===== src/rtl/kfnf_pkg.sv =====
// kfnf_pkg: shared constants, register indexes and the command type that
// travels from the front control to the back pipeline of the noise filter.
// No dependencies.
package kfnf_pkg;

    // default sizes
    localparam int WINDOW_DEF    = 4;
    localparam int MAX_WIDTH_DEF = 2048;

    // field and counter widths
    localparam int PIX_W  = 8;
    localparam int CFG_W  = 12;
    localparam int IDX_W  = 2;
    localparam int POS_W  = 24;
    localparam int COL_W  = 12;
    localparam int SLOT_W = 4;
    localparam int PRE_W  = 3;

    // pixel byte that counts as on
    localparam logic [PIX_W-1:0] PIX_ON = 8'hFF;

    // register indexes
    localparam logic [IDX_W-1:0] REG_IMAGE_WIDTH  = 2'd0;
    localparam logic [IDX_W-1:0] REG_IMAGE_HEIGHT = 2'd1;

    // register reset values
    localparam int RESET_WIDTH  = 640;
    localparam int RESET_HEIGHT = 480;

    // one command per accepted item
    typedef struct packed {
        logic              wr_en;
        logic              wr_bit;
        logic [COL_W-1:0]  wr_col;
        logic [SLOT_W-1:0] wr_slot;
        logic              emit;
        logic              win_mode;
        logic              rd_shift;
        logic              rd_start;
        logic [COL_W-1:0]  rd_col;
        logic [SLOT_W-1:0] rd_base;
        logic [PRE_W-1:0]  pre_idx;
        logic [COL_W-1:0]  pass_col;
        logic [SLOT_W-1:0] pass_slot;
    } kfnf_cmd_t;

endpackage


===== src/rtl/kfnf_queue.sv =====
// kfnf_queue: two-entry command queue between the front control and the
// back pipeline. Depends on kfnf_pkg.
module kfnf_queue (
    input  logic                aclk,
    input  logic                aresetn,
    input  logic                push,
    input  kfnf_pkg::kfnf_cmd_t in_cmd,
    output logic                full,
    input  logic                pop,
    output logic                out_valid,
    output kfnf_pkg::kfnf_cmd_t out_cmd
);
    import kfnf_pkg::*;

    localparam int QDEPTH = 2;
    localparam int QAW    = $clog2(QDEPTH);

    kfnf_cmd_t          entry_reg [QDEPTH];
    logic [QAW-1:0]     wr_ptr_reg, rd_ptr_reg;
    logic [QAW:0]       count_reg, count_next;

    assign full      = (count_reg == (QAW+1)'(QDEPTH));
    assign out_valid = (count_reg != '0);
    assign out_cmd   = entry_reg[rd_ptr_reg];

    always_comb begin
        count_next = count_reg;
        if (push && !(pop && out_valid)) begin
            count_next = count_reg + (QAW+1)'(1);
        end else if (!push && pop && out_valid) begin
            count_next = count_reg - (QAW+1)'(1);
        end
    end

    // storage
    always_ff @(posedge aclk) begin
        if (push) begin
            entry_reg[wr_ptr_reg] <= in_cmd;
        end
    end

    // pointers and fill level
    always_ff @(posedge aclk) begin
        if (!aresetn) begin
            wr_ptr_reg <= '0;
            rd_ptr_reg <= '0;
            count_reg  <= '0;
        end else begin
            if (push) begin
                wr_ptr_reg <= wr_ptr_reg + QAW'(1);
            end
            if (pop && out_valid) begin
                rd_ptr_reg <= rd_ptr_reg + QAW'(1);
            end
            count_reg <= count_next;
        end
    end

endmodule


===== config.mk =====
export PLATFORM = sky130hd
export DESIGN_NAME = kfnf_queue
export DESIGN_NICKNAME = d
export VERILOG_FILES = /design/src/rtl/kfnf_pkg.sv /design/src/rtl/kfnf_queue.sv
export SDC_FILE = /design/constraint.sdc
export NUM_CORES = 1
export LEC_CHECK = 0
export BUFFER_PORTS_ARGS = -buffer_cell sky130_fd_sc_hd__buf_2
export CELL_PAD_IN_SITES_DETAIL_PLACEMENT = 0
export CELL_PAD_IN_SITES_GLOBAL_PLACEMENT = 2
export CORE_MARGIN = 2
export CORE_UTILIZATION = 38
export CTS_CLUSTER_SIZE = 10
export DETAILED_ROUTE_END_ITERATION = 8
export PLACE_DENSITY_LB_ADDON = 0.1
export SYNTH_ARGS = -nofsm -noshare
export SYNTH_HDL_FRONTEND = slang
export SYNTH_SLANG_ARGS = --single-unit

===== constraint.sdc =====
create_clock -name aclk -period 4 [get_ports aclk]
set_input_delay 0.2 -clock aclk [delete_from_list [all_inputs] [get_ports aclk]]
set_output_delay 0.2 -clock aclk [all_outputs]
set_load 0.1 [all_outputs]

==> results.toml <==
[yosys]
synth.yosys.seq_area_share = 0.789
ys.flop_type = "edfxtp_1"
synth-edff-count = 114
synth_common_cells = "edfxtp_1 (114), mux2_4 (30), mux2_2 (27), dfxtp_1 (5), buf_6 (4)"
yosys_warnings = 0
postSynth.asyncResetShare = 0
synth_top_area_frac = 0.767
syn_nets = 263
post-synth-top-count-cell = "edfxtp_1"
syn_inst = 202
netlist-cell-type-count = 20
mappedNetlistArea_um2 = 4460
synth.avg_cell_area_um2 = 22.1
ys_ff_latch = 119
yosys.area.top_type = "edfxtp_1"
synth_area_leaders = "edfxtp_1 (77%), mux2_4 (10%), mux2_2 (6.8%), dfxtp_1 (2.2%), buf_6 (1.0%)"

[worst_hold_path]
holdPathStages = 2
worstHoldPathType = "input port to flop"
min_from = "aresetn"
min_to = "wr_ptr_reg$_SDFFE_PN0P_"

[routing]
drt_pre_antenna_iters = 4
wl_per_cell_um = 14.7
totalWireLength_um = 8090
drc_errors = 0
ant_nets = 0
vias = 2457
dr.first_iter.drc_count = 97
vias_per_cell = 4.48

[worst_setup_path]
crit_path_end_kind = "primary output"
r2r_slack_ps = 2040
arrival_ps = 2140
required_ps = 3800
path_max_fanout = 57
start_kind = "flop"
r2r_start = "wr_ptr_reg$_SDFFE_PN0P_"
timing.rr.end = "entry_reg[1][29]$_DFFE_PP_"
crit_type = "flop to primary output"
ff2ff_path_depth = 2

[timing]
grt_setup_unrepaired = "false"
max_slew_margin = 0.342
final.min_clock_period_ps = 2340
timing.fmax_mhz = 428
fin_crit_sh = 0.585
hold_viol_final = 0
slew_violations = 0
tns_ps = 0
tightest_slew_ps = 987
setup_viol = 0
fin_skew_ps = 7.48

[floorplanning]
dieWidth_um = 112
die_area_um2 = 12600
die_h_um = 112
io_pins = 120
core_um2 = 11400
rows = 39
initial_core_util = 0.391

[global_routing]
grt_pass1_wl_um = 12800
grt_pass1_vias = 2651
antenna_found_initial = 0
grt_max_degree = 58
overflow = 0
globalRouteTotalUtil = 0.136

[final_layout]
postLayoutCoreUtil = 0.564
area_growth_pct = 44.4
nNetsFinal = 454
largest_register_ffs = 114
drive_gt1_frac = 0.520
antennaDiodeCount = 0

[placed_design]
portBuffers = 119
hpwlAfterDp_um = 4840
place.gp.congestion = 0.682

[clock_tree]
clk_pin_slew_ps = 50
clk_path_buf_depth = 2
cts_resized = 0
post_cts_buffers = 0
cts_root_buf = "clkbuf_16"
cts_tree = "done"
h-tree-depth = 4
cts_buffers = 17
clock_latency_ps = 400
clock_sinks = 119

[power]
powerDensity_nw_per_um2 = 589
p_leak_nw = 2.52
peakVddDrop_mv = 0.273

[outcome]
status = "complete, no violations"

[flow_run]
drv_cap = 0
[report_power, final]
group / switching, mW / internal (mW)
clock network: 0.487 / 1.15
logic: 0.509 / 0.175
registers: 0.0363 / 1.44
[metrics by stage]
| step | setup slack (ps) | power, mW | cells | area (um^2) | hold WS [ps] |
|---|---|---|---|---|---|
| 6_report | 1660 | 3.80 | 549 | 6440 | 87.2 |
| 5_1_grt | 1530 | 3.92 | 549 | 6440 | 77.2 |
| 4_1_cts | 1580 | 3.84 | 549 | 6440 | 64.9 |
| 3_5_place_dp | 2000 | 2.15 | 460 | 5220 | 392 |
| 3_3_place_gp | 2000 | 2.14 | 460 | 5220 | 388 |
| 2_1_floorplan | 653 | 2.04 | 202 | 4460 | 299 |
[routing by layer]
metal,track usage,wire length (um),vias up
li1,-,-,1180
met1,0.149,3430,1186
met2,0.233,4020,79
met3,0.0524,495,12
met4,0.0634,148,0
met5,0,0,-
[layout by cell type (no fill, tap or decap), drive strengths merged]
master	instances
edfxtp	114
dlygate4sd3	57
nand2	1
o211ai	1
dfxtp	5
nand2b	2
mux2i	1
xnor2	1
and2	3
clkinv	3
or2	1
buf	121
nor2b	4
clkinvlp	1
bufinv	5
nand4b	1
nor2	1
o21a	1
clkbuf	23
o21ai	1
mux2	57
a21oi	2
[worst max path at each step]
stage | end | slack [ps] | cells after the start
2_1_floorplan | entry_reg[0][0]$_DFFE_PP_ | 650 | 1
3_3_place_gp | entry_reg[1][20]$_DFFE_PP_ | 2000 | 2
3_5_place_dp | entry_reg[1][20]$_DFFE_PP_ | 2000 | 2
4_1_cts | out_cmd[43] | 1580 | 2
5_1_grt | out_cmd[37] | 1530 | 2
6_report | out_cmd[43] | 1660 | 2
[kinds of logic after synthesis]
group                  count (synthesis)  synth area share
AO/OA/AOI/OAI                          5           0.00673
XOR/XNOR                               1           0.00196
buffers and inverters                  6            0.0123
flip-flops                           119             0.789
multiplexers                          58             0.171
AND/OR/NAND/NOR                       13            0.0182
[critical path: stages, from the launching register on]
cell	delay [ps]
dfxtp_4	960
mux2_2	320
buf_2	430
[what timing repair did]
| item | CTS | global route |
|---|---|---|
| hold buffers | 57 | 0 |
| hold endpoints to repair | 114 | 0 |
| setup endpoints to repair | 0 | 0 |
[area by class of cell]
| class | count | area, um^2 |
|---|---|---|
| Fill cell | 919 | 4980 |
| Multi-Input combinational cell | 77 | 893 |
| Tap cell | 143 | 179 |
| Timing Repair Buffer | 178 | 1190 |
| Sequential cell | 119 | 3530 |
| Clock inverter | 9 | 171 |
| Clock buffer | 23 | 478 |
Power figures use the tool's default switching activity.
