**src/rtl/kfnf_pkg.sv**
```systemverilog
// kfnf_pkg: shared constants, register indexes and the command type that
// travels from the front control to the back pipeline of the noise filter.
// No dependencies.
package kfnf_pkg;

    // default sizes
    localparam int WINDOW_DEF    = 4;
    localparam int MAX_WIDTH_DEF = 2048;

    // field and counter widths
    localparam int PIX_W  = 8;
    localparam int CFG_W  = 12;
    localparam int IDX_W  = 2;
    localparam int POS_W  = 24;
    localparam int COL_W  = 12;
    localparam int SLOT_W = 4;
    localparam int PRE_W  = 3;

    // pixel byte that counts as on
    localparam logic [PIX_W-1:0] PIX_ON = 8'hFF;

    // register indexes
    localparam logic [IDX_W-1:0] REG_IMAGE_WIDTH  = 2'd0;
    localparam logic [IDX_W-1:0] REG_IMAGE_HEIGHT = 2'd1;

    // register reset values
    localparam int RESET_WIDTH  = 640;
    localparam int RESET_HEIGHT = 480;

    // one command per accepted item
    typedef struct packed {
        logic              wr_en;
        logic              wr_bit;
        logic [COL_W-1:0]  wr_col;
        logic [SLOT_W-1:0] wr_slot;
        logic              emit;
        logic              win_mode;
        logic              rd_shift;
        logic              rd_start;
        logic [COL_W-1:0]  rd_col;
        logic [SLOT_W-1:0] rd_base;
        logic [PRE_W-1:0]  pre_idx;
        logic [COL_W-1:0]  pass_col;
        logic [SLOT_W-1:0] pass_slot;
    } kfnf_cmd_t;

endpackage

```
**src/rtl/kfnf_ctrl.sv**
```systemverilog
// kfnf_ctrl: front part; accepts items, holds the frame registers and the
// input and output position counters, and builds one command per item.
// Depends on kfnf_pkg.
module kfnf_ctrl #(
    parameter int WINDOW    = kfnf_pkg::WINDOW_DEF,
    parameter int MAX_WIDTH = kfnf_pkg::MAX_WIDTH_DEF
) (
    input  logic                        aclk,
    input  logic                        aresetn,
    input  logic                        s_valid,
    output logic                        s_ready,
    input  logic [kfnf_pkg::PIX_W-1:0]  s_pixel,
    input  logic                        s_flush,
    input  logic                        cfg_wr_en,
    input  logic [kfnf_pkg::IDX_W-1:0]  cfg_index,
    input  logic [kfnf_pkg::CFG_W-1:0]  cfg_data,
    input  logic                        q_full,
    output logic                        q_push,
    output kfnf_pkg::kfnf_cmd_t         q_cmd
);
    import kfnf_pkg::*;

    localparam int SLOTS   = 2 * WINDOW - 1;
    localparam int W_CLAMP = (MAX_WIDTH > 4095) ? 4095 : MAX_WIDTH;
    localparam int RST_W   = (RESET_WIDTH > W_CLAMP) ? W_CLAMP : RESET_WIDTH;
    localparam logic [SLOT_W-1:0] SLOT_LAST = SLOT_W'(SLOTS - 1);

    logic [CFG_W-1:0]  w_reg, w_next, h_reg, h_next;
    logic [POS_W-1:0]  total_reg, total_next, need_reg, need_next;
    logic              win_ok_reg, win_ok_next;
    logic [COL_W-1:0]  col_reg, col_next;
    logic [SLOT_W-1:0] in_slot_reg, in_slot_next;
    logic [POS_W-1:0]  lead_reg, lead_next;
    logic [POS_W-1:0]  epos_reg, epos_next;
    logic [CFG_W-1:0]  erow_reg, erow_next;
    logic [COL_W-1:0]  ecol_reg, ecol_next;
    logic [SLOT_W-1:0] eslot_reg, eslot_next;

    logic              cfg_hit;
    logic [CFG_W-1:0]  w_new, h_new, w_use, h_use;
    logic [POS_W-1:0]  lead_inc, rem, need_eff;
    logic              emit, win_mode, shift;
    logic [COL_W:0]    j, jw, col_sel;
    logic [CFG_W:0]    erow_inc, row_b, rb_w, k_wide;
    logic [SLOT_W-1:0] eslot_inc, slot_b;
    logic [SLOT_W:0]   k_s, base_wide;

    assign s_ready = !q_full;
    assign q_push  = s_valid && !q_full;

    // register writes
    always_comb begin
        cfg_hit = cfg_wr_en &&
                  (cfg_index == REG_IMAGE_WIDTH || cfg_index == REG_IMAGE_HEIGHT);
        if (cfg_data == '0) begin
            w_new = CFG_W'(1);
            h_new = CFG_W'(1);
        end else begin
            w_new = (cfg_data > CFG_W'(W_CLAMP)) ? CFG_W'(W_CLAMP) : cfg_data;
            h_new = cfg_data;
        end
        w_use = (cfg_index == REG_IMAGE_WIDTH)  ? w_new : w_reg;
        h_use = (cfg_index == REG_IMAGE_HEIGHT) ? h_new : h_reg;
    end

    // emit decision for the current item
    always_comb begin
        lead_inc = lead_reg + {{(POS_W-1){1'b0}}, ~s_flush};
        rem      = total_reg - epos_reg;
        need_eff = (rem < need_reg) ? rem : need_reg;
        emit     = (lead_inc != '0) && (lead_inc >= need_eff);
        win_mode = win_ok_reg && (ecol_reg != '0) &&
                   ({1'b0, ecol_reg} + (COL_W+1)'(2) <= {1'b0, w_reg}) &&
                   (erow_reg != '0) &&
                   ({1'b0, erow_reg} + (CFG_W+1)'(2) <= {1'b0, h_reg});
    end

    // column read address and row slot base of the window
    always_comb begin
        j       = {1'b0, ecol_reg} + (COL_W+1)'(WINDOW - 2);
        shift   = j < {1'b0, w_reg};
        jw      = j - {1'b0, w_reg};
        col_sel = shift ? j : jw;
        erow_inc  = {1'b0, erow_reg} + (CFG_W+1)'(1);
        eslot_inc = (eslot_reg == SLOT_LAST) ? '0 : eslot_reg + SLOT_W'(1);
        if (shift) begin
            row_b  = {1'b0, erow_reg};
            slot_b = eslot_reg;
        end else begin
            row_b  = (erow_inc >= {1'b0, h_reg}) ? '0 : erow_inc;
            slot_b = eslot_inc;
        end
        rb_w = row_b + (CFG_W+1)'(WINDOW - 1);
        if (row_b == '0 || rb_w <= {1'b0, h_reg}) begin
            k_wide = (CFG_W+1)'(1);
        end else begin
            k_wide = rb_w + (CFG_W+1)'(1) - {1'b0, h_reg};
        end
        k_s = (k_wide > (CFG_W+1)'(SLOTS - 1)) ? (SLOT_W+1)'(SLOTS - 1)
                                                : k_wide[SLOT_W:0];
        if ({1'b0, slot_b} >= k_s) begin
            base_wide = {1'b0, slot_b} - k_s;
        end else begin
            base_wide = {1'b0, slot_b} + (SLOT_W+1)'(SLOTS) - k_s;
        end
    end

    // command for the back part
    always_comb begin
        q_cmd           = '0;
        q_cmd.wr_en     = !s_flush;
        q_cmd.wr_bit    = (s_pixel == PIX_ON);
        q_cmd.wr_col    = col_reg;
        q_cmd.wr_slot   = in_slot_reg;
        q_cmd.emit      = emit;
        q_cmd.win_mode  = win_mode;
        q_cmd.rd_shift  = shift;
        q_cmd.rd_start  = (ecol_reg == '0);
        q_cmd.rd_col    = (col_sel < (COL_W+1)'(MAX_WIDTH)) ? col_sel[COL_W-1:0] : '0;
        q_cmd.rd_base   = base_wide[SLOT_W-1:0];
        q_cmd.pre_idx   = jw[PRE_W-1:0];
        q_cmd.pass_col  = ecol_reg;
        q_cmd.pass_slot = eslot_reg;
    end

    // next state of registers and counters
    always_comb begin
        w_next       = w_reg;
        h_next       = h_reg;
        total_next   = total_reg;
        need_next    = need_reg;
        win_ok_next  = win_ok_reg;
        col_next     = col_reg;
        in_slot_next = in_slot_reg;
        lead_next    = lead_reg;
        epos_next    = epos_reg;
        erow_next    = erow_reg;
        ecol_next    = ecol_reg;
        eslot_next   = eslot_reg;
        if (cfg_hit) begin
            w_next       = w_use;
            h_next       = h_use;
            total_next   = POS_W'(w_use) * POS_W'(h_use);
            need_next    = POS_W'(w_use) * POS_W'(WINDOW - 2) + POS_W'(WINDOW - 1);
            win_ok_next  = (w_use >= CFG_W'(WINDOW)) && (h_use >= CFG_W'(WINDOW));
            col_next     = '0;
            in_slot_next = '0;
            lead_next    = '0;
            epos_next    = '0;
            erow_next    = '0;
            ecol_next    = '0;
            eslot_next   = '0;
        end else if (q_push) begin
            if (!s_flush) begin
                if (col_reg + COL_W'(1) >= w_reg) begin
                    col_next     = '0;
                    in_slot_next = (in_slot_reg == SLOT_LAST) ? '0
                                                              : in_slot_reg + SLOT_W'(1);
                end else begin
                    col_next = col_reg + COL_W'(1);
                end
            end
            lead_next = lead_inc - POS_W'(emit);
            if (emit) begin
                epos_next = epos_reg + POS_W'(1);
                if (ecol_reg + COL_W'(1) >= w_reg) begin
                    ecol_next  = '0;
                    eslot_next = eslot_inc;
                    if (erow_inc >= {1'b0, h_reg}) begin
                        erow_next = '0;
                        epos_next = '0;
                    end else begin
                        erow_next = erow_inc[CFG_W-1:0];
                    end
                end else begin
                    ecol_next = ecol_reg + COL_W'(1);
                end
            end
        end
    end

    always_ff @(posedge aclk) begin
        if (!aresetn) begin
            w_reg       <= CFG_W'(RST_W);
            h_reg       <= CFG_W'(RESET_HEIGHT);
            total_reg   <= POS_W'(RST_W * RESET_HEIGHT);
            need_reg    <= POS_W'((WINDOW - 2) * RST_W + WINDOW - 1);
            win_ok_reg  <= (RST_W >= WINDOW) && (RESET_HEIGHT >= WINDOW);
            col_reg     <= '0;
            in_slot_reg <= '0;
            lead_reg    <= '0;
            epos_reg    <= '0;
            erow_reg    <= '0;
            ecol_reg    <= '0;
            eslot_reg   <= '0;
        end else begin
            w_reg       <= w_next;
            h_reg       <= h_next;
            total_reg   <= total_next;
            need_reg    <= need_next;
            win_ok_reg  <= win_ok_next;
            col_reg     <= col_next;
            in_slot_reg <= in_slot_next;
            lead_reg    <= lead_next;
            epos_reg    <= epos_next;
            erow_reg    <= erow_next;
            ecol_reg    <= ecol_next;
            eslot_reg   <= eslot_next;
        end
    end

    // pending pixels never reach the output lag
    a_lead_below_need: assert property (@(posedge aclk) disable iff (!aresetn)
        lead_reg < need_reg)
        else $error("pending pixel count reached the output lag");

    // output column stays inside the row
    a_ecol_in_row: assert property (@(posedge aclk) disable iff (!aresetn)
        ecol_reg < w_reg)
        else $error("output column beyond row width");

    // output position stays inside the frame
    a_epos_in_frame: assert property (@(posedge aclk) disable iff (!aresetn)
        epos_reg < total_reg)
        else $error("output position beyond frame size");

endmodule

```
**config.mk**
```make
export PLATFORM = sky130hd
export DESIGN_NAME = kfnf_ctrl
export DESIGN_NICKNAME = d
export VERILOG_FILES = /design/src/rtl/kfnf_pkg.sv /design/src/rtl/kfnf_ctrl.sv
export SDC_FILE = /design/constraint.sdc
export NUM_CORES = 1
export LEC_CHECK = 0
export BUFFER_PORTS_ARGS = -buffer_cell sky130_fd_sc_hd__buf_2
export CORE_MARGIN = 2
export CORE_UTILIZATION = 50
export DETAILED_ROUTE_END_ITERATION = 10
export PLACE_DENSITY = 0.77
export SLEW_MARGIN = 20
export SYNTH_ARGS = -nofsm -noshare
export SYNTH_HDL_FRONTEND = slang
export SYNTH_SLANG_ARGS = --single-unit
```
**constraint.sdc**
```tcl
create_clock -name aclk -period 8.4 [get_ports aclk]
set_input_delay 0.84 -clock aclk [delete_from_list [all_inputs] [get_ports aclk]]
set_output_delay 0.84 -clock aclk [all_outputs]
set_load 0.01 [all_outputs]
```
==> flow_metrics.env <==
export IMPL_grt_usage_pct=27.81
export IMPL_slew_headroom_pct=24.58
export IMPL_place_ws_ps=-94.03
export IMPL_slowest_delay_ps=560
export IMPL_setup_slack_ps=107.4
export IMPL_setup_tns_ps=0
export IMPL_finalSetupViolations=0
export IMPL_drt_iter0_drc=1468
export IMPL_gp_congestion=0.9641
export IMPL_clockBufferDepth=2
export IMPL_core_rowCount=72
export IMPL_portBuffers=85
export IMPL_vias_per_cell=5.917
export IMPL_async_flop_share_pct=0
export IMPL_cts_tree="done"
export IMPL_design_die_area_um2=40310
export IMPL_die_x_um=200.8
export IMPL_syn_area_um2=19360
export IMPL_hpwl_um=44020
export IMPL_netlist_instances=2461
export IMPL_ys_seq_area_share_pct=15.92
export IMPL_clk_pin_slew_ps=80
export IMPL_required_ps=7560
export IMPL_max_freq_mhz=120.6
export IMPL_synth_edf_count=0
export IMPL_io_pins=87
export IMPL_worst_setup_path_type="reg -> out"
export IMPL_nets=2920
export IMPL_path_common_cell="ha_4"
export IMPL_clock_latency_ps=460
export IMPL_die_h_um=200.8
export IMPL_wl_um=56880
export IMPL_final_hold_violation_count=0
export IMPL_end_kind="primary output"
export IMPL_fin_crit_ps=8293
export IMPL_yosysMostFrequentCell="nand2_1"
export IMPL_yosys_warnings=0
export IMPL_dr_pass1_iters=5
export IMPL_wl_per_cell_um=18.45
export IMPL_syn_area_per_cell_um2=7.867
export IMPL_final_area_um2=21810
export IMPL_skew_ps=12.17
export IMPL_maxCapViolations=0
export IMPL_synth_main_ff_cell="dfxtp_1"
export IMPL_cp_slowest_cell="fa_1"
export IMPL_synth_common_cells="nand2_1 (275), ha_1 (230), inv_1 (230), nor2_1 (230), dfxtp_1 (154)"
export IMPL_reg2regPathDepth=34
export IMPL_synth_top_cell_by_area="dfxtp_1"
export IMPL_coreArea_um2=38470
export IMPL_cts_sinks=154
export IMPL_grt_pass1_vias=17620
export IMPL_fillers=3570
export IMPL_holdCritPathClass="reg -> reg"
export IMPL_worst_hold_slack_ps=478.2
export IMPL_ys_ff_latch=154
export IMPL_ys_types=101
export IMPL_whs_path_depth=2
export IMPL_worst_slew_pin_slew_ps=1119
export IMPL_grt_start_max_net_pins=73
export IMPL_cts_root_buf="clkbuf_16"
export IMPL_ir_worst_vdd_mv=0.1554
export IMPL_synthTopCellsByArea="dfxtp_1 (16%), ha_1 (15%), fa_1 (11%)"
export IMPL_cts_htree_levels=4
export IMPL_diodes=0
export IMPL_route_vias_total=18240
export IMPL_leakage_nw=10.14
export IMPL_drive_gt1_share_pct=13.53
export IMPL_ant_nets=0
export IMPL_crit_path_start_kind="register"
export IMPL_grt_pass1_wl_um=91020
export IMPL_reg2reg_slack_ps=390
export IMPL_finalMaxSlewViolations=0
export IMPL_fin_crit_sh_pct=98.72
export IMPL_crit_fanout=4
export IMPL_status="finished clean"
export IMPL_dpl_cell_area_um2=20460
export IMPL_area_growth_pct=12.64
export IMPL_rsz0062_at_grt="yes"
export IMPL_p_per_area_nw_per_um2=130.4
export IMPL_post_route_drc_count=0
export IMPL_grt_antenna_before_repair=0
export IMPL_synth_top_area_share_pct=15.92
export IMPL_cts_buffers=17
export IMPL_grt_overflow=0
export IMPL_crit_arrival_ps=7450
export IMPL_start_util_pct=50.33
[what timing repair did]
item	4_1_cts	5_1_grt
buffers inserted	13	18
resized for setup	21	69
cloned	2	0
endpoints found under the setup margin	9	20
pin swaps	15	38
endpoints found under the hold margin	0	0
hold buffers	0	0
[metrics by stage]
| stage | cells | total power [W] | utilization [%] |
|---|---|---|---|
| after floorplan | 2471 | 0.001696 | - |
| after global placement | 3019 | 0.001948 | 53.18 |
| after global routing | 3083 | 0.003035 | 56.69 |
| after CTS | 3066 | 0.002829 | 55.45 |
| after detailed placement | 3019 | 0.001990 | 53.18 |
| final | 3083 | 0.002843 | 56.69 |
[cell type report]
| class | count | area (µm²) | area share, % |
|---|---|---|---|
| Multi-Input combinational cell | 1953 | 15250 | 69.94 |
| Sequential cell | 154 | 3092 | 14.18 |
| Timing Repair Buffer | 193 | 1331 | 6.104 |
| Inverter | 233 | 877.1 | 4.022 |
| Tap cell | 518 | 648.1 | 2.972 |
| Clock buffer | 17 | 425.4 | 1.951 |
| Clock inverter | 15 | 182.7 | 0.8376 |
[logic make-up after synthesis]
family,count (synthesis),share of synthesized area [%]
XOR/XNOR,192,8.686
AO/OA/AOI/OAI,489,16.86
adder cells (fa/ha/maj),341,26.29
AND/OR/NAND/NOR,892,22.96
buffers and inverters,364,7.845
flip-flops,154,15.92
other,2,0.03879
multiplexers,27,1.396
[worst max-delay path: cells and delay by family (launching register included)]
family          cells  cell delay (ps)
compound gates     12             2290
xor+xnor            3              470
fa+ha+maj           7             2020
buf+inv             6              670
flops               1              370
mux                 1              200
simple gates       10              950
[routing by layer]
metal | up-vias | global-route usage, % | share of wire [%]
met3 | 112 | 4.026 | 7.3
met1 | 8761 | 37.72 | 44
met4 | 0 | 9.127 | 2.8
met2 | 737 | 45.57 | 46
met5 | - | 0 | 0
li1 | 8631 | - | -
[cell usage in the layout (no fill, tap or decap), types with 34 or more instances in the layout]
master / instances
a21o_1: 35
a21oi_1: 107
buf_2: 85
buf_4: 101
dfxtp_1: 149
fa_1: 108
ha_1: 218
inv_1: 228
nand2_1: 272
nand3_1: 80
nand4_1: 41
nor2_1: 225
nor3_1: 34
o21ai_0: 105
xnor2_1: 117
xor2_1: 67
[power by group]
group / internal [W] / leakage, nW / total (W) / switching [W]
logic: 0.000508 / 8.59 / 0.00123 / 0.000725
registers: 0.000758 / 1.25 / 0.000781 / 0.0000228
clock network: 0.000449 / 0.299 / 0.000829 / 0.000380
[path summary, 6_finish.rpt]
| path | start | endpoint |
|---|---|---|
| max | ecol_reg[2]$_SDFFE_PP0P_ | q_cmd[22] |
| min | total_reg[0]$_SDFFE_PN0P_ | total_reg[0]$_SDFFE_PN0P_ |
| max reg2reg | epos_reg[2]$_SDFFE_PP0P_ | lead_reg[22]$_SDFFE_PP0P_ |
| min reg2reg | total_reg[0]$_SDFFE_PN0P_ | total_reg[0]$_SDFFE_PN0P_ |
No activity file was read; power rests on OpenSTA's default activity.
